## src/rtl/core/fowts_pkg.sv

```systemverilog
// Shared types, constants and sprite tables of the fog-of-war tile selector.
// No dependencies; every other file imports this package.
package fowts_pkg;

  localparam int MAX_DIM    = 256;
  localparam int MASK_BYTES = 8192;

  localparam int DIM_W   = $clog2(MAX_DIM + 1);
  localparam int COORD_W = 8;
  localparam int BADDR_W = 13;
  localparam int DATA_W  = 8;
  localparam int BYTE_AW = (MASK_BYTES > 1) ? $clog2(MASK_BYTES) : 1;
  localparam int CFG_IDX_W = 1;
  localparam int CFG_DATA_W = 9;

  localparam logic [1:0] FUNC_WR_EXP = 2'd0;
  localparam logic [1:0] FUNC_WR_VIS = 2'd1;
  localparam logic [1:0] FUNC_QUERY  = 2'd2;

  localparam logic [CFG_IDX_W-1:0] REG_MAP_WIDTH  = 1'b0;
  localparam logic [CFG_IDX_W-1:0] REG_MAP_HEIGHT = 1'b1;

  localparam logic KIND_BLACK  = 1'b0;
  localparam logic KIND_SPRITE = 1'b1;

  localparam logic [4:0] SPRITE_OFFSET = 5'd16;
  localparam logic [3:0] FULL_MASK     = 4'd15;

  typedef struct packed {
    logic [1:0]         func;
    logic [BADDR_W-1:0] addr;
    logic [DATA_W-1:0]  data;
    logic [COORD_W-1:0] x;
    logic [COORD_W-1:0] y;
  } cmd_t;

  typedef struct packed {
    logic       kind;
    logic [4:0] sprite;
    logic       last;
  } res_t;

  // First sprite of an edge mask (up 1, left 2, down 4, right 8).
  function automatic logic [4:0] first_sprite(input logic [3:0] m);
    case (m)
      4'd5:    return 5'd1;
      4'd7:    return 5'd3;
      4'd10:   return 5'd2;
      4'd11:   return 5'd3;
      4'd13:   return 5'd9;
      4'd14:   return 5'd6;
      4'd15:   return 5'd0;
      default: return {1'b0, m};
    endcase
  endfunction

  // Second sprite of an edge mask; zero when the mask needs one sprite only.
  function automatic logic [4:0] second_sprite(input logic [3:0] m);
    case (m)
      4'd5:    return 5'd4;
      4'd7:    return 5'd6;
      4'd10:   return 5'd8;
      4'd11:   return 5'd9;
      4'd13:   return 5'd12;
      4'd14:   return 5'd12;
      default: return 5'd0;
    endcase
  endfunction

  function automatic logic [DIM_W-1:0] clamp_dim(input logic [CFG_DATA_W-1:0] v);
    if (v == '0) return DIM_W'(1);
    else if (32'(v) > MAX_DIM) return DIM_W'(MAX_DIM);
    else return DIM_W'(v);
  endfunction

endpackage

```

## src/rtl/core/fowts_front.sv

```systemverilog
// Front end: accepts input items, drops undefined functions, and queues
// the rest for the back end. Depends on fowts_pkg.
module fowts_front (
  input  logic                         clk,
  input  logic                         rst,
  input  logic                         push,
  output logic                         full,
  input  logic [1:0]                   func,
  input  logic [fowts_pkg::BADDR_W-1:0] byte_addr,
  input  logic [fowts_pkg::DATA_W-1:0]  byte_data,
  input  logic [fowts_pkg::COORD_W-1:0] cell_x,
  input  logic [fowts_pkg::COORD_W-1:0] cell_y,
  output logic                         cmd_valid,
  output fowts_pkg::cmd_t              cmd,
  input  logic                         cmd_pop
);
  import fowts_pkg::*;

  cmd_t       q [2];
  logic       wp;
  logic       rp;
  logic [1:0] cnt;
  logic       keep;
  logic       enq;
  logic       deq;

  always_comb begin
    unique case (func) inside
      FUNC_WR_EXP, FUNC_WR_VIS, FUNC_QUERY: keep = 1'b1;
      default:                              keep = 1'b0;
    endcase
  end

  assign full      = (cnt == 2'd2);
  assign cmd_valid = (cnt != 2'd0);
  assign cmd       = q[rp];
  assign enq       = push && !full && keep;
  assign deq       = cmd_valid && cmd_pop;

  always_ff @(posedge clk) begin
    if (enq) begin
      q[wp] <= '{func: func, addr: byte_addr, data: byte_data, x: cell_x, y: cell_y};
    end
  end

  always_ff @(posedge clk) begin
    if (rst) begin
      wp  <= 1'b0;
      rp  <= 1'b0;
      cnt <= 2'd0;
    end else begin
      if (enq) wp <= ~wp;
      if (deq) rp <= ~rp;
      cnt <= cnt + {1'b0, enq} - {1'b0, deq};
    end
  end

endmodule

```

## config.mk

```make
export PLATFORM = sky130hd
export DESIGN_NAME = fowts_front
export DESIGN_NICKNAME = d
export VERILOG_FILES = /design/src/rtl/core/fowts_pkg.sv /design/src/rtl/core/fowts_front.sv
export SDC_FILE = /design/constraint.sdc
export NUM_CORES = 1
export LEC_CHECK = 0
export BUFFER_PORTS_ARGS = -buffer_cell sky130_fd_sc_hd__buf_2
export CORE_MARGIN = 2
export CORE_UTILIZATION = 50
export DETAILED_ROUTE_END_ITERATION = 8
export PLACE_DENSITY = 0.85
export SETUP_SLACK_MARGIN = 0.2
export SYNTH_ARGS = -nofsm -noshare
export SYNTH_HDL_FRONTEND = slang
export SYNTH_SLANG_ARGS = --single-unit
```

## constraint.sdc

```tcl
create_clock -name clk -period 7.8 [get_ports clk]
set_clock_uncertainty 0.15 [all_clocks]
set_input_delay 0.78 -clock clk [delete_from_list [all_inputs] [get_ports clk]]
set_output_delay 0.78 -clock clk [all_outputs]
set_load 0.005 [all_outputs]
```

==> impl_metrics.env <==
export IMPL_status="completed"
export IMPL_dpl_worst_slack_ps=5220
export IMPL_hpwl_um=3060
export IMPL_die_w_um=82.9
export IMPL_hold_viol=0
export IMPL_endpoint_kind="output pin"
export IMPL_yosys_area_share_simple=0.0285
export IMPL_ir_drop_mv=0.182
export IMPL_yosys_warnings=0
export IMPL_cap_viol_max_count=0
export IMPL_cts_resized=0
export IMPL_hold_path_class="reg2reg"
export IMPL_track_usage=0.141
export IMPL_worstReg2RegStart="cnt[1]"
export IMPL_startpoint_type="register"
export IMPL_synth_seq_cells=83
export IMPL_grt_pass1_wl_um=7450
export IMPL_crit_chain="mux2_2 > buf_2"
export IMPL_cts_sinks=83
export IMPL_die_area_um2=6870
export IMPL_synth_nets=193
export IMPL_syn_avg_cell_area_um2=21.0
export IMPL_synth_distinct_cells=19
export IMPL_yosysSeqAreaShare=0.785
export IMPL_netlist_instances=148
export IMPL_dieHeight_um=82.9
export IMPL_antenna_found_initial=0
export IMPL_min_from="rp"
export IMPL_routedWlPerCell_um=14.8
export IMPL_globalRouteOverflowTotal=0
export IMPL_slew_headroom=0.262
export IMPL_reg2reg_to="q[0][22]"
export IMPL_muxShareOfSynthArea=0.158
export IMPL_cts_buffers=9
export IMPL_first_pass_iters=4
export IMPL_grt_max_degree=40
export IMPL_postPlaceCellArea_um2=3610
export IMPL_whs_path_depth=2
export IMPL_p_leak_nw=1.44
export IMPL_final_cell_mix="83 x buf_2, 78 x edfxtp_1, 29 x mux2_2, 11 x mux2_4, 9 x clkbuf_8"
export IMPL_cts_hold_buf=0
export IMPL_layout_setup_ws_ps=4960
export IMPL_clock_latency_ps=340
export IMPL_fill_cells=451
export IMPL_worstMarginPinSlew_ps=1100
export IMPL_layout_commonest_cell="buf_2"
export IMPL_core_um2=5960
export IMPL_antenna_cells=0
export IMPL_critPathMaxFanout=39
export IMPL_r2r_cells=3
export IMPL_ios=84
export IMPL_met2_length_um=2220
export IMPL_placed_cells=302
export IMPL_post_cts_setup_buffers=0
export IMPL_total_power_mw=1.13
export IMPL_pwr_density_cell_nw_per_um2=300
export IMPL_grt_setup_unrepaired="false"
export IMPL_drv_slew=0
export IMPL_gp_congestion=0.670
export IMPL_synthAdderAreaFrac=0.00804
export IMPL_layout_cells_non_filler=318
export IMPL_reg2reg_slack_ps=5700
export IMPL_cp_required_ps=6870
export IMPL_io_buffer_count=83
export IMPL_cpMaxStageDelayCell="dfxtp_2"
export IMPL_postRouteWirelength_um=4700
export IMPL_clock_path_buffers=2
export IMPL_synth_compound_area_frac=0.00241
export IMPL_rows=28
export IMPL_final_area_um2=3770
export IMPL_drt_met1_wl_um=2040
export IMPL_fin_nets=283
export IMPL_drt_iter0_drc=78
export IMPL_drc=0
export IMPL_period_minus_slack_ps=2840
export IMPL_arrival_ps=1910
export IMPL_setup_viol_count_final=0
export IMPL_num_vias=1569
export IMPL_cts_htree_levels=3
export IMPL_yosys_area_share_xor_xnor=0.00563
export IMPL_top_layer="met4"
export IMPL_max_stage_delay_ps=1000
export IMPL_hold_path_end="rp"
export IMPL_path_class="reg2out"
export IMPL_timing_fmax_mhz=352
export IMPL_drive_above_1_share=0.588
export IMPL_cts_root_buf="clkbuf_8"
export IMPL_viasPerCell=4.93
export IMPL_final_period_utilization=0.364
export IMPL_clk_pin_slew_ps=70
export IMPL_postRouteAntennaNets=0
export IMPL_grt_pass1_vias=1543
export IMPL_start_util=0.523
export IMPL_syn2layout_area_growth_pct=21.0
export IMPL_fin_tns_setup_ps=0
export IMPL_synth_top_family_by_area="multiplexers"
export IMPL_synth_area_um2=3110
export IMPL_cts_tree="yes"
export IMPL_dr_wl_met3_um=347
## worst max-delay path: cells and delay by family, from the launching register on
family	cells	cell delay [ps]
buffers and inverters	1	130
DFF	1	1000
muxes	1	430
## kinds of logic after synthesis
| family | after synthesis |
|---|---|
| flip-flops | 83 |
| buffers and inverters | 6 |
| AND/OR/NAND/NOR | 14 |
| adder cells (fa/ha/maj) | 2 |
| XOR/XNOR | 2 |
| AO/OA/AOI/OAI | 1 |
| multiplexers | 40 |
## synthesized netlist by cell type
master    number  area [um^2]
nand2_1        1         3.75
inv_1          2         7.51
nor2_1         7         26.3
mux2_2        29          327
xnor2_1        1         8.76
edfxtp_1      78         2340
buf_2          2         10.0
ha_1           2         25.0
xor2_1         1         8.76
dfxtp_1        5          100
or2_2          1         6.26
and2_2         1         7.51
nor2b_1        1         6.26
mux2_4        11          165
nor2b_4        1         13.8
nor3_1         1         5.00
nand3b_4       1         20.0
o21a_1         1         7.51
buf_6          2         22.5
## where the power goes
group          internal [mW]  leakage (nW)  switching, mW  total, mW
logic                  0.165         0.595          0.105      0.270
registers              0.558         0.763         0.0523      0.610
clock network          0.112        0.0771          0.137      0.250
## layout make-up
| class | instances | area, um^2 | area share |
|---|---|---|---|
| Multi-Input combinational cell | 59 | 646 | 0.171 |
| Clock inverter | 6 | 32.5 | 0.00864 |
| Inverter | 2 | 7.51 | 0.00199 |
| Clock buffer | 10 | 128 | 0.0339 |
| Tap cell | 75 | 93.8 | 0.0249 |
| Sequential cell | 83 | 2440 | 0.649 |
| Timing Repair Buffer | 83 | 415 | 0.110 |
## flip-flops by register name, indices dropped and copies added (netlist names), named ones only
name,flops
q,78
rp,1
cnt,2
wp,1
## worst max-delay path by stage
stage              from        to  slack [ps]  depth (start not counted)
6_report       register   cmd[10]        4960                          2
5_1_grt        register   cmd[15]        4860                          2
4_1_cts        register   cmd[26]        4900                          2
3_5_place_dp    func[0]  q[0][25]        5220                          4
3_3_place_gp    func[0]  q[0][25]        5260                          4
2_1_floorplan   func[0]   q[0][0]        4590                          3
## through the flow
| stage | hold WS, ps | util |
|---|---|---|
| detailed placement | 364 | 0.605 |
| floorplan | 331 | - |
| global route | 421 | 0.632 |
| global placement | 349 | 0.605 |
| CTS | 383 | 0.632 |
| finish | 367 | 0.632 |
## per-layer routing
layer / vias up / track usage
met2: 70 / 0.219
met5: - / 0
met1: 742 / 0.182
li1: 749 / -
met3: 8 / 0.0447
met4: 0 / 0.0626
No activity file was read; power rests on OpenSTA's default activity.
