## src/rtl/core/fowts_pkg.sv

```systemverilog
// Shared types, constants and sprite tables of the fog-of-war tile selector.
// No dependencies; every other file imports this package.
package fowts_pkg;

  localparam int MAX_DIM    = 256;
  localparam int MASK_BYTES = 8192;

  localparam int DIM_W   = $clog2(MAX_DIM + 1);
  localparam int COORD_W = 8;
  localparam int BADDR_W = 13;
  localparam int DATA_W  = 8;
  localparam int BYTE_AW = (MASK_BYTES > 1) ? $clog2(MASK_BYTES) : 1;
  localparam int CFG_IDX_W = 1;
  localparam int CFG_DATA_W = 9;

  localparam logic [1:0] FUNC_WR_EXP = 2'd0;
  localparam logic [1:0] FUNC_WR_VIS = 2'd1;
  localparam logic [1:0] FUNC_QUERY  = 2'd2;

  localparam logic [CFG_IDX_W-1:0] REG_MAP_WIDTH  = 1'b0;
  localparam logic [CFG_IDX_W-1:0] REG_MAP_HEIGHT = 1'b1;

  localparam logic KIND_BLACK  = 1'b0;
  localparam logic KIND_SPRITE = 1'b1;

  localparam logic [4:0] SPRITE_OFFSET = 5'd16;
  localparam logic [3:0] FULL_MASK     = 4'd15;

  typedef struct packed {
    logic [1:0]         func;
    logic [BADDR_W-1:0] addr;
    logic [DATA_W-1:0]  data;
    logic [COORD_W-1:0] x;
    logic [COORD_W-1:0] y;
  } cmd_t;

  typedef struct packed {
    logic       kind;
    logic [4:0] sprite;
    logic       last;
  } res_t;

  // First sprite of an edge mask (up 1, left 2, down 4, right 8).
  function automatic logic [4:0] first_sprite(input logic [3:0] m);
    case (m)
      4'd5:    return 5'd1;
      4'd7:    return 5'd3;
      4'd10:   return 5'd2;
      4'd11:   return 5'd3;
      4'd13:   return 5'd9;
      4'd14:   return 5'd6;
      4'd15:   return 5'd0;
      default: return {1'b0, m};
    endcase
  endfunction

  // Second sprite of an edge mask; zero when the mask needs one sprite only.
  function automatic logic [4:0] second_sprite(input logic [3:0] m);
    case (m)
      4'd5:    return 5'd4;
      4'd7:    return 5'd6;
      4'd10:   return 5'd8;
      4'd11:   return 5'd9;
      4'd13:   return 5'd12;
      4'd14:   return 5'd12;
      default: return 5'd0;
    endcase
  endfunction

  function automatic logic [DIM_W-1:0] clamp_dim(input logic [CFG_DATA_W-1:0] v);
    if (v == '0) return DIM_W'(1);
    else if (32'(v) > MAX_DIM) return DIM_W'(MAX_DIM);
    else return DIM_W'(v);
  endfunction

endpackage

```

## src/rtl/core/fowts_resq.sv

```systemverilog
// Result queue: four draw commands between the back end and the result
// ports; the head entry drives the outputs. Depends on fowts_pkg.
module fowts_resq (
  input  logic            clk,
  input  logic            rst,
  input  logic            res_push,
  input  fowts_pkg::res_t res,
  output logic            res_full,
  input  logic            pop,
  output logic            empty,
  output fowts_pkg::res_t head
);
  import fowts_pkg::*;

  res_t       q [4];
  logic [1:0] wp;
  logic [1:0] rp;
  logic [2:0] cnt;
  logic       enq;
  logic       deq;

  assign res_full = (cnt == 3'd4);
  assign empty    = (cnt == 3'd0);
  assign head     = q[rp];
  assign enq      = res_push && !res_full;
  assign deq      = pop && !empty;

  always_ff @(posedge clk) begin
    if (enq) q[wp] <= res;
  end

  always_ff @(posedge clk) begin
    if (rst) begin
      wp  <= 2'd0;
      rp  <= 2'd0;
      cnt <= 3'd0;
    end else begin
      if (enq) wp <= wp + 2'd1;
      if (deq) rp <= rp + 2'd1;
      cnt <= cnt + {2'b0, enq} - {2'b0, deq};
    end
  end

endmodule

```

## config.mk

```make
export PLATFORM = sky130hd
export DESIGN_NAME = fowts_resq
export DESIGN_NICKNAME = d
export VERILOG_FILES = /design/src/rtl/core/fowts_pkg.sv /design/src/rtl/core/fowts_resq.sv
export SDC_FILE = /design/constraint.sdc
export NUM_CORES = 1
export LEC_CHECK = 0
export BUFFER_PORTS_ARGS = -buffer_cell sky130_fd_sc_hd__buf_4
export CORE_UTILIZATION = 55
export DETAILED_ROUTE_END_ITERATION = 6
export PLACE_DENSITY = 0.75
export SKIP_CTS_REPAIR_TIMING = 1
export SYNTH_ARGS = -nofsm -noshare
export SYNTH_HDL_FRONTEND = slang
export SYNTH_SLANG_ARGS = --single-unit
```

## constraint.sdc

```tcl
create_clock -name clk -period 3.1 [get_ports clk]
set_input_delay 0.155 -clock clk [delete_from_list [all_inputs] [get_ports clk]]
set_output_delay 0.155 -clock clk [all_outputs]
set_load 0.03 [all_outputs]
```

==> results.sh, run 1 <==
export IMPL_critPathArrivalTime_ns=2.45
export IMPL_fp_dieH_um=54.1
export IMPL_slew_limit_headroom_pct=67.7
export IMPL_setup_violations=0
export IMPL_wl_per_cell_um=15.6
export IMPL_cts_root_buffer_cell="clkbuf_4"
export IMPL_post_route_period_util_pct=71.7
export IMPL_p_switching_mw=0.439
export IMPL_n_antenna_cell=0
export IMPL_p_sw_share_pct=32.9
export IMPL_die_w_um=54.1
export IMPL_clk_path_buf_depth=2
export IMPL_start_util_pct=59.1
export IMPL_max_freq_mhz=450
export IMPL_cts_clk_slew_worst_paths_ns=0.10
export IMPL_p_clk_share_pct=17.0
export IMPL_htreeDepth=2
export IMPL_synthXorXnorAreaFrac_pct=1.76
export IMPL_final_area_um2=1730
export IMPL_grt_pass1_wl_mm=3.52
export IMPL_layout_common_cells="edfxtp_1 (28), buf_4 (19), dfxtp_1 (9)"
export IMPL_dp_cells=134
export IMPL_critPathSlowestCell="dfxtp_1"
export IMPL_syn_area_um2=1490
export IMPL_grt_max_degree=12
export IMPL_syn_area_per_cell_um2=16.9
export IMPL_rsz0062_at_grt="no"
export IMPL_report_final_hold_viol_count=0
export IMPL_hpwlAfterDp_mm=1.66
export IMPL_max_stage_delay_ns=0.47
export IMPL_path_max_fanout=6
export IMPL_core_area_um2=2520
export IMPL_synth_cell_types=24
export IMPL_cellPowerDensity_nw_per_um2=772
export IMPL_synthAdderAreaFrac_pct=6.38
export IMPL_status="finished, final reports clean"
export IMPL_hold_path_class="input port to flop"
export IMPL_ys_ff_latch=37
export IMPL_ant_nets=0
export IMPL_p_comb_share_pct=32.8
export IMPL_clk_latency_ns=0.32
export IMPL_worst_ep_required_time_ns=3.32
export IMPL_fin_cells=144
export IMPL_maxCapViolCount=0
export IMPL_ys_flop_type="edfxtp_1"
export IMPL_drt_vias_per_instance=5.17
export IMPL_mostFrequentLayoutCell="edfxtp_1"
export IMPL_path_class="flop to flop"
export IMPL_drt_iter0_markers=9
export IMPL_drc_errors=0
export IMPL_grt_usage_pct=19.1
export IMPL_clock_sinks=37
export IMPL_fin_skew_ns=0.00485
export IMPL_vias=744
export IMPL_synth_simple_area_share_pct=7.13
export IMPL_ys_seq_area_share_pct=68.5
export IMPL_area_growth_pct=16.0
export IMPL_synthCells=88
export IMPL_worst_slew_pin_slew_ns=0.484
export IMPL_p_int_mw=0.896
export IMPL_finalMaxSlewViolations=0
export IMPL_pwr_share_seq_pct=50.3
export IMPL_async_flop_share_pct=0
export IMPL_numCtsBuffers=5
export IMPL_leakage_nw=0.643
export IMPL_synth_nets=106
export IMPL_ir_drop_v=0.000493
export IMPL_synth_top_family_by_area="multiplexers"
export IMPL_tns_ns=0
export IMPL_synth_compound_area_share_pct=2.18
export IMPL_port_buffers=19
export IMPL_fin_nets=131
export IMPL_dieArea_um2=2920
export IMPL_tritoncts="done"
export IMPL_critical_path_buf_inv_count=2
export IMPL_fp_row_count=18
export IMPL_critPathTopFamily="adder cells"
export IMPL_ys_warn_count=0
export IMPL_grt_antenna_before_repair=0
export IMPL_gp_congestion=0.711
export IMPL_synth_mux_area_share_pct=11.2
export IMPL_startpoint_type="flop"
export IMPL_drive_gt1_share_pct=32.5
export IMPL_dpl_cell_area_um2=1660
export IMPL_period_minus_slack_ns=2.22
export IMPL_critPathCaptureType="flop"
export IMPL_grt_pass1_vias=731
export IMPL_report_power_total_mw=1.34
export IMPL_grt_ovfl_total=0
export IMPL_path_cells="nor3b_2 -> nor2_2 -> inv_1 -> ha_1 -> inv_1 -> ha_1 -> fa_1 -> xnor2_1 -> xnor2_1 -> nor2_1"
export IMPL_synth_edf_count=28
export IMPL_num_io_pins=20
export IMPL_wl_mm=2.25
export IMPL_drtPass1Iterations=4
-- Yosys cell counts (2+ instances only) --
master	number	share of area [%]
a21oi_1	2	0.67
nand2b_1	2	0.84
nor2_1	3	0.75
dfxtp_1	9	12
and2_1	4	1.7
o21ai_0	2	0.67
edfxtp_1	28	56
or3_1	2	0.84
mux4_2	7	11
xnor2_1	2	1.2
nor2b_1	2	0.84
inv_1	8	2.0
ha_1	6	5.0
-- cell families after synthesis --
logic type               Yosys count
AO/OA/AOI/OAI                      5
XOR/XNOR                           3
adder cells (fa/ha/maj)            7
buffers and inverters             11
flip-flops                        37
multiplexers                       8
AND/OR/NAND/NOR                   17
-- final timing paths --
| kind | startpoint | end | slack, ns | cells past startpoint |
|---|---|---|---|---|
| worst max-delay path | cnt[1] | cnt[2] | 0.88 | 10 |
| worst min-delay path | res[4] | q[0][4] | 0.03 | 1 |
| worst max register to register | cnt[1] | cnt[2] | 0.88 | 10 |
| worst min register to register | rp[1] | rp[1] | 0.50 | 2 |
-- power groups by stage --
stage          clock (mW)  combinational, mW  sequential [mW]
3_3_place_gp            0              0.436            0.679
5_1_grt             0.251              0.472            0.684
6_report            0.227              0.438            0.671
4_1_cts             0.238              0.443            0.675
3_5_place_dp            0              0.441            0.686
2_1_floorplan           0              0.342            0.644
-- sequential cells by signal, indices dropped and copies added, names as in the netlist, named ones only --
| register | count |
|---|---|
| cnt | 3 |
| wp | 2 |
| rp | 2 |
| q | 28 |
-- layout make-up --
class	count	area, um2
Clock buffer	6	41.3
Inverter	8	30.0
Sequential cell	37	1020
Fill cell	178	792
Timing Repair Buffer	21	163
Multi-Input combinational cell	40	428
Tap cell	30	37.5
Clock inverter	2	10.0
-- metrics by stage --
step	hold WS (ns)	setup slack, ns	util (%)
6_report	0.0326	0.876	68.6
5_1_grt	0.0152	0.760	68.6
4_1_cts	0.00254	0.872	67.8
3_5_place_dp	0.364	0.910	65.8
3_3_place_gp	0.356	1.01	65.8
2_1_floorplan	0.254	0.801	-
-- layer usage --
metal,vias to the layer above,part of all wire [%],GRT usage [%]
met1,361,44,22.6
met2,15,51,30.5
li1,366,-,-
met5,-,0,0
met4,0,0.85,7.69
met3,2,3.9,8.47
-- worst reg2reg max path: cells and delay by family, from the launching register on --
kind | cells | cell delay [ns]
xor+xnor | 2 | 0.33
fa+ha+maj | 3 | 0.86
simple gates | 3 | 0.35
flops | 1 | 0.47
buf+inv | 2 | 0.12
Power figures use the tool's default switching activity.
==> inputs of run 2 (changes only) <==
--- a/config.mk
+++ b/config.mk
@@ -5,6 +5,7 @@
 export SDC_FILE = /design/constraint.sdc
 export NUM_CORES = 1
 export LEC_CHECK = 0
+export ABC_AREA = 1
 export BUFFER_PORTS_ARGS = -buffer_cell sky130_fd_sc_hd__buf_4
 export CORE_UTILIZATION = 55
 export DETAILED_ROUTE_END_ITERATION = 6
==> constraint.sdc (replaced) <==
create_clock -name clk -period 2.15 [get_ports clk]
set_input_delay 0.1075 -clock clk [delete_from_list [all_inputs] [get_ports clk]]
set_output_delay 0.1075 -clock clk [all_outputs]
set_load 0.03 [all_outputs]
==> run 2 against run 1 <==
- clock skew about the same
- sequential power increased by 40%
- synthesized area increased by 2.6%
- wire length increased by 14%
- die area increased by 2.5%
- worst setup slack got worse by 0.65 ns
- first-iteration DRC count increased by 33%
- via count increased by 38%
- flip-flop and latch count unchanged
- maximum frequency increased by 15%
- critical path depth decreased by 1
- synthesized cell count increased by 55%
==> results.sh, run 2 <==
export IMPL_status="finished, final reports clean"
export IMPL_grt_antenna_before_repair=0
export IMPL_p_int_mw=1.38
export IMPL_critPathCaptureType="flop"
export IMPL_p_comb_share_pct=37.2
export IMPL_grt_max_degree=15
export IMPL_start_util_pct=60.1
export IMPL_cts_clk_slew_worst_paths_ns=0.11
export IMPL_tns_ns=0
export IMPL_synth_top_area_cell="edfxtp_1"
export IMPL_gp_congestion=0.743
export IMPL_synth_top_cell_area_share_pct=54.9
export IMPL_hold_path_class="input port to flop"
export IMPL_ys_flop_type="edfxtp_1"
export IMPL_finalMaxSlewViolations=0
export IMPL_fp_row_count=18
export IMPL_ant_nets=0
export IMPL_path_class="flop to flop"
export IMPL_wl_per_cell_um=12.6
export IMPL_slew_limit_headroom_pct=79.1
export IMPL_syn_area_um2=1530
export IMPL_tritoncts="done"
export IMPL_grt_usage_pct=19.6
export IMPL_worst_slew_pin_slew_ns=0.313
export IMPL_dieArea_um2=3000
export IMPL_synth_nets=154
export IMPL_ir_drop_v=0.000721
export IMPL_synth_area_leaders="edfxtp_1 (55%), dfxtp_1 (12%), nor2_1 (6.9%), ha_1 (4.9%), inv_1 (4.7%)"
export IMPL_wl_mm=2.57
export IMPL_drtPass1Iterations=4
export IMPL_synth_cell_types=15
export IMPL_fin_skew_ns=0.00534
export IMPL_port_buffers=19
export IMPL_startpoint_type="flop"
export IMPL_num_io_pins=20
export IMPL_fp_dieH_um=54.7
export IMPL_dp_cells=188
export IMPL_final_area_um2=1880
export IMPL_cts_root_buffer_cell="clkbuf_4"
export IMPL_leakage_nw=0.787
export IMPL_layout_common_cells="nor2_1 (28), edfxtp_1 (28), buf_4 (24)"
export IMPL_fin_nets=191
export IMPL_cellPowerDensity_nw_per_um2=1160
export IMPL_n_antenna_cell=0
export IMPL_final_util_pct=74.0
export IMPL_rsz0062_at_grt="no"
export IMPL_die_w_um=54.7
export IMPL_critPathArrivalTime_ns=2.17
export IMPL_clock_sinks=37
export IMPL_synth_edf_count=28
export IMPL_report_final_hold_viol_count=0
export IMPL_vias=1029
export IMPL_ys_warn_count=0
export IMPL_syn_area_per_cell_um2=11.3
export IMPL_drt_vias_per_instance=5.04
export IMPL_p_clk_share_pct=19.8
export IMPL_ys_top_cells_by_count="edfxtp_1 (28), nor2_1 (28), inv_1 (19), nand2_1 (12), dfxtp_1 (9)"
export IMPL_max_freq_mhz=519
export IMPL_clk_latency_ns=0.34
export IMPL_async_flop_share_pct=0
export IMPL_numCtsBuffers=5
export IMPL_largest_register="q"
export IMPL_dpl_cell_area_um2=1730
export IMPL_drt_iter0_markers=12
export IMPL_clk_path_buf_depth=2
export IMPL_area_growth_pct=23.1
export IMPL_grt_pass1_vias=921
export IMPL_path_max_fanout=6
export IMPL_core_area_um2=2540
export IMPL_fin_cells=204
export IMPL_setup_violations=0
export IMPL_p_sw_share_pct=36.9
export IMPL_ys_ff_latch=37
export IMPL_post_route_period_util_pct=89.6
export IMPL_drive_gt1_share_pct=20.1
export IMPL_hpwlAfterDp_mm=1.76
export IMPL_maxCapViolCount=0
export IMPL_ys_seq_area_share_pct=66.7
export IMPL_pwr_share_seq_pct=43.0
export IMPL_top_regs="q x28, cnt x3"
export IMPL_grt_pass1_wl_mm=3.75
export IMPL_worst_ep_required_time_ns=2.39
export IMPL_whs_ns=0.0344
export IMPL_htreeDepth=2
export IMPL_fill_cells=179
export IMPL_synthCells=136
export IMPL_drc_errors=0
export IMPL_p_switching_mw=0.806
export IMPL_largest_reg_flops=28
export IMPL_period_minus_slack_ns=1.93
export IMPL_grt_ovfl_total=0
==> run 2: changes by cell type after synthesis, moves of 3 or more <==
cell     previous run  this run
inv_1               8        19
nand2_1             1        12
and2_1              4         0
o22ai_1             0         7
nor2_1              3        28
a21oi_1             2         5
mux4_2              7         0
nand3_1             0         4
o21ai_0             2         8
o21ai_1             0         4
==> run 2: cell families (layout without fill, tap and decap cells) <==
logic type	after synthesis	in the layout	share of synthesized area (%)
AOI/OAI and AO/OA	26	26	9.57
DFF	37	37	66.7
buffers and inverters	22	60	6.38
and+or+nand+nor	44	44	11.1
adders and majority gates	7	7	6.21
==> run 2: layout make-up <==
type	count	area, um2	share of cell area (%)
Sequential cell	37	1020	54.2
Multi-Input combinational cell	77	412	21.9
Timing Repair Buffer	32	260	13.8
Inverter	20	75.1	3.99
Clock buffer	6	62.6	3.32
Tap cell	30	37.5	1.99
Clock inverter	2	15.0	0.797
==> run 2: per-layer routing <==
metal  part of all wire, %  global-route usage (%)  vias up
met4                   2.5                    15.4        0
met2                    54                    34.3       23
met5                     0                       0        -
met1                    41                    18.3      464
li1                      -                       -      534
met3                   3.1                    6.67        8
==> run 2: through the flow <==
stage / power [mW] / worst slack (ns)
5_1_grt: 2.31 / 0.0794
4_1_cts: 2.19 / 0.226
3_5_place_dp: 1.76 / 0.254
6_report: 2.18 / 0.223
3_3_place_gp: 1.72 / 0.307
2_1_floorplan: 1.50 / 0.192
==> run 2: path summary, 6_finish.rpt <==
kind | startpoint | end | slack (ns) | depth (start not counted)
worst max register to register | cnt[1] | cnt[2] | 0.22 | 9
worst max-delay path | cnt[1] | cnt[2] | 0.22 | 9
worst min-delay path | pop | flop | 0.03 | 3
worst min register to register | rp[0] | flop | 0.50 | 2
==> run 2: power groups by stage <==
stage | clock network (mW) | registers (mW) | logic [mW]
final | 0.432 | 0.939 | 0.813
after global routing | 0.470 | 0.949 | 0.892
after CTS | 0.446 | 0.940 | 0.808
after detailed placement | 0 | 0.957 | 0.806
after global placement | 0 | 0.953 | 0.768
after floorplan | 0 | 0.941 | 0.563
==> run 2: worst max-delay path, stage by stage (launching register included) <==
cell	delay, ns
dfxtp_1	0.36
nor2_1	0.06
nand2_1	0.15
nand2_1	0.15
ha_1	0.31
inv_1	0.04
ha_1	0.18
fa_1	0.38
a21oi_1	0.14
nor2_1	0.06
==> inputs of run 3 (changes only) <==
--- a/config.mk
+++ b/config.mk
@@ -6,10 +6,12 @@
 export NUM_CORES = 1
 export LEC_CHECK = 0
 export ABC_AREA = 1
-export BUFFER_PORTS_ARGS = -buffer_cell sky130_fd_sc_hd__buf_4
+export CORE_ASPECT_RATIO = 1.25
 export CORE_UTILIZATION = 55
 export DETAILED_ROUTE_END_ITERATION = 6
-export PLACE_DENSITY = 0.75
+export DONT_BUFFER_PORTS = 1
+export PLACE_DENSITY = 0.68
+export REMOVE_ABC_BUFFERS = 1
 export SKIP_CTS_REPAIR_TIMING = 1
 export SYNTH_ARGS = -nofsm -noshare
 export SYNTH_HDL_FRONTEND = slang
==> run 3 against run 2 <==
- maximum frequency decreased by 2.7%
- final cell count down 4.4%
- largest cell class unchanged
- critical endpoint unchanged
- global-route usage fell by 1.3 points
- non-clock buffer count is 13 lower
==> results.sh, run 3 (synthesis gave the netlist of run 2 again) <==
export IMPL_grt_usage_pct=18.3
export IMPL_setup_violations=0
export IMPL_fin_skew_ns=0.00658
export IMPL_fin_cells=195
export IMPL_period_minus_slack_ns=1.98
export IMPL_num_io_pins=20
export IMPL_dp_cells=177
export IMPL_largest_reg_flops=28
export IMPL_area_growth_pct=17.7
export IMPL_wl_met2_mm=1.39
export IMPL_tritoncts="done"
export IMPL_grt_pass1_wl_mm=3.79
export IMPL_grt_pass1_vias=935
export IMPL_grt_max_degree=16
export IMPL_status="finished, final reports clean"
export IMPL_gp_congestion=0.707
export IMPL_p_switching_mw=0.797
export IMPL_hold_path_class="input port to flop"
export IMPL_met3WireLength_um=112
export IMPL_grt_antenna_before_repair=0
export IMPL_leakage_nw=0.724
export IMPL_drt_iter0_markers=26
export IMPL_fp_dieH_um=61.0
export IMPL_slew_limit_headroom_pct=56.4
export IMPL_wl_per_cell_um=12.9
export IMPL_drc_errors=0
export IMPL_final_util_pct=67.8
export IMPL_critPathCaptureType="flop"
export IMPL_grt_ovfl_total=0
export IMPL_post_route_period_util_pct=92.1
export IMPL_r2r_slack_ns=0.17
export IMPL_ir_drop_v=0.000806
export IMPL_whs_ns=0.0929
export IMPL_n_antenna_cell=0
export IMPL_cts_root_buffer_cell="clkbuf_4"
export IMPL_p_int_mw=1.37
export IMPL_p_sw_share_pct=36.8
export IMPL_numCtsBuffers=5
export IMPL_fin_nets=178
export IMPL_p_comb_share_pct=33.7
export IMPL_drive_gt1_share_pct=12.4
export IMPL_fin_ws_ns=0.170
export IMPL_final_area_um2=1800
export IMPL_max_freq_mhz=505
export IMPL_dpl_cell_area_um2=1620
export IMPL_maxCapViolCount=0
export IMPL_drtPass1Iterations=5
export IMPL_vias=997
export IMPL_largest_register="q"
export IMPL_dp_worst_setup_slack_ns=0.190
export IMPL_tns_ns=0
export IMPL_core_area_um2=2650
export IMPL_path_class="flop to flop"
export IMPL_hpwlAfterDp_mm=1.69
export IMPL_p_clk_share_pct=22.1
export IMPL_ant_nets=0
export IMPL_port_buffers=0
export IMPL_finalMaxSlewViolations=0
export IMPL_dieArea_um2=3000
export IMPL_routed_top_layer="met4"
export IMPL_drt_met1_wl_um=961
export IMPL_cts_clk_slew_worst_paths_ns=0.11
export IMPL_top_regs="q x28, cnt x3"
export IMPL_clock_sinks=37
export IMPL_critPathArrivalTime_ns=2.27
export IMPL_pwr_share_seq_pct=44.3
export IMPL_fill_cells=199
export IMPL_path_max_fanout=6
export IMPL_start_util_pct=57.7
export IMPL_fp_row_count=21
export IMPL_cellPowerDensity_nw_per_um2=1200
export IMPL_report_power_total_mw=2.16
export IMPL_wl_mm=2.52
export IMPL_startpoint_type="flop"
export IMPL_report_final_hold_viol_count=0
export IMPL_clk_path_buf_depth=2
export IMPL_drt_vias_per_instance=5.11
export IMPL_worst_ep_required_time_ns=2.44
export IMPL_htreeDepth=2
export IMPL_clk_latency_ns=0.34
export IMPL_worst_slew_pin_slew_ns=0.663
export IMPL_layout_common_cells="nor2_1 (28), edfxtp_1 (28), inv_1 (19)"
export IMPL_rsz0062_at_grt="no"
export IMPL_die_w_um=49.2
run 3: layout make-up:
| class | instances | area [um2] | share of cell area [%] |
|---|---|---|---|
| flip-flops and latches | 37 | 1020 | 56.7 |
| multi-input cells | 77 | 412 | 22.9 |
| repair buffers | 19 | 168 | 9.31 |
| inverters | 20 | 75.1 | 4.17 |
| clock inverters | 3 | 45.0 | 2.50 |
| well taps | 34 | 42.5 | 2.36 |
| clock buffers | 5 | 37.5 | 2.08 |
run 3: worst paths after layout:
kind / end / from / depth (start not counted)
worst max-delay path: cnt[2] / cnt[1] / 10
worst min-delay path: rp[0] / pop / 5
worst max register to register: cnt[2] / cnt[1] / 10
worst min register to register: rp[0] / rp[0] / 2
run 3: power by group through the flow:
stage / sequential [mW] / clock, mW / combinational, mW
after floorplan: 0.951 / 0 / 0.527
after global placement: 0.968 / 0 / 0.682
after detailed placement: 0.973 / 0 / 0.712
after CTS: 0.956 / 0.490 / 0.713
after global routing: 0.968 / 0.523 / 0.817
final: 0.958 / 0.478 / 0.729
run 3: metal layers:
metal | track usage (%) | vias up
met4 | 14.7 | 0
met5 | 0 | -
met3 | 6.02 | 5
met2 | 35.8 | 22
met1 | 14.9 | 465
li1 | - | 505
run 3: critical path: stages (launching register included):
cell and delay, ns:
dfxtp_1 0.38, nor2_1 0.08, nand2_1 0.16, nand2_1 0.16, ha_1 0.31, inv_1 0.04, ha_1 0.18, fa_1 0.39
nand3_1 0.11, nand2_1 0.05, nor2_1 0.07
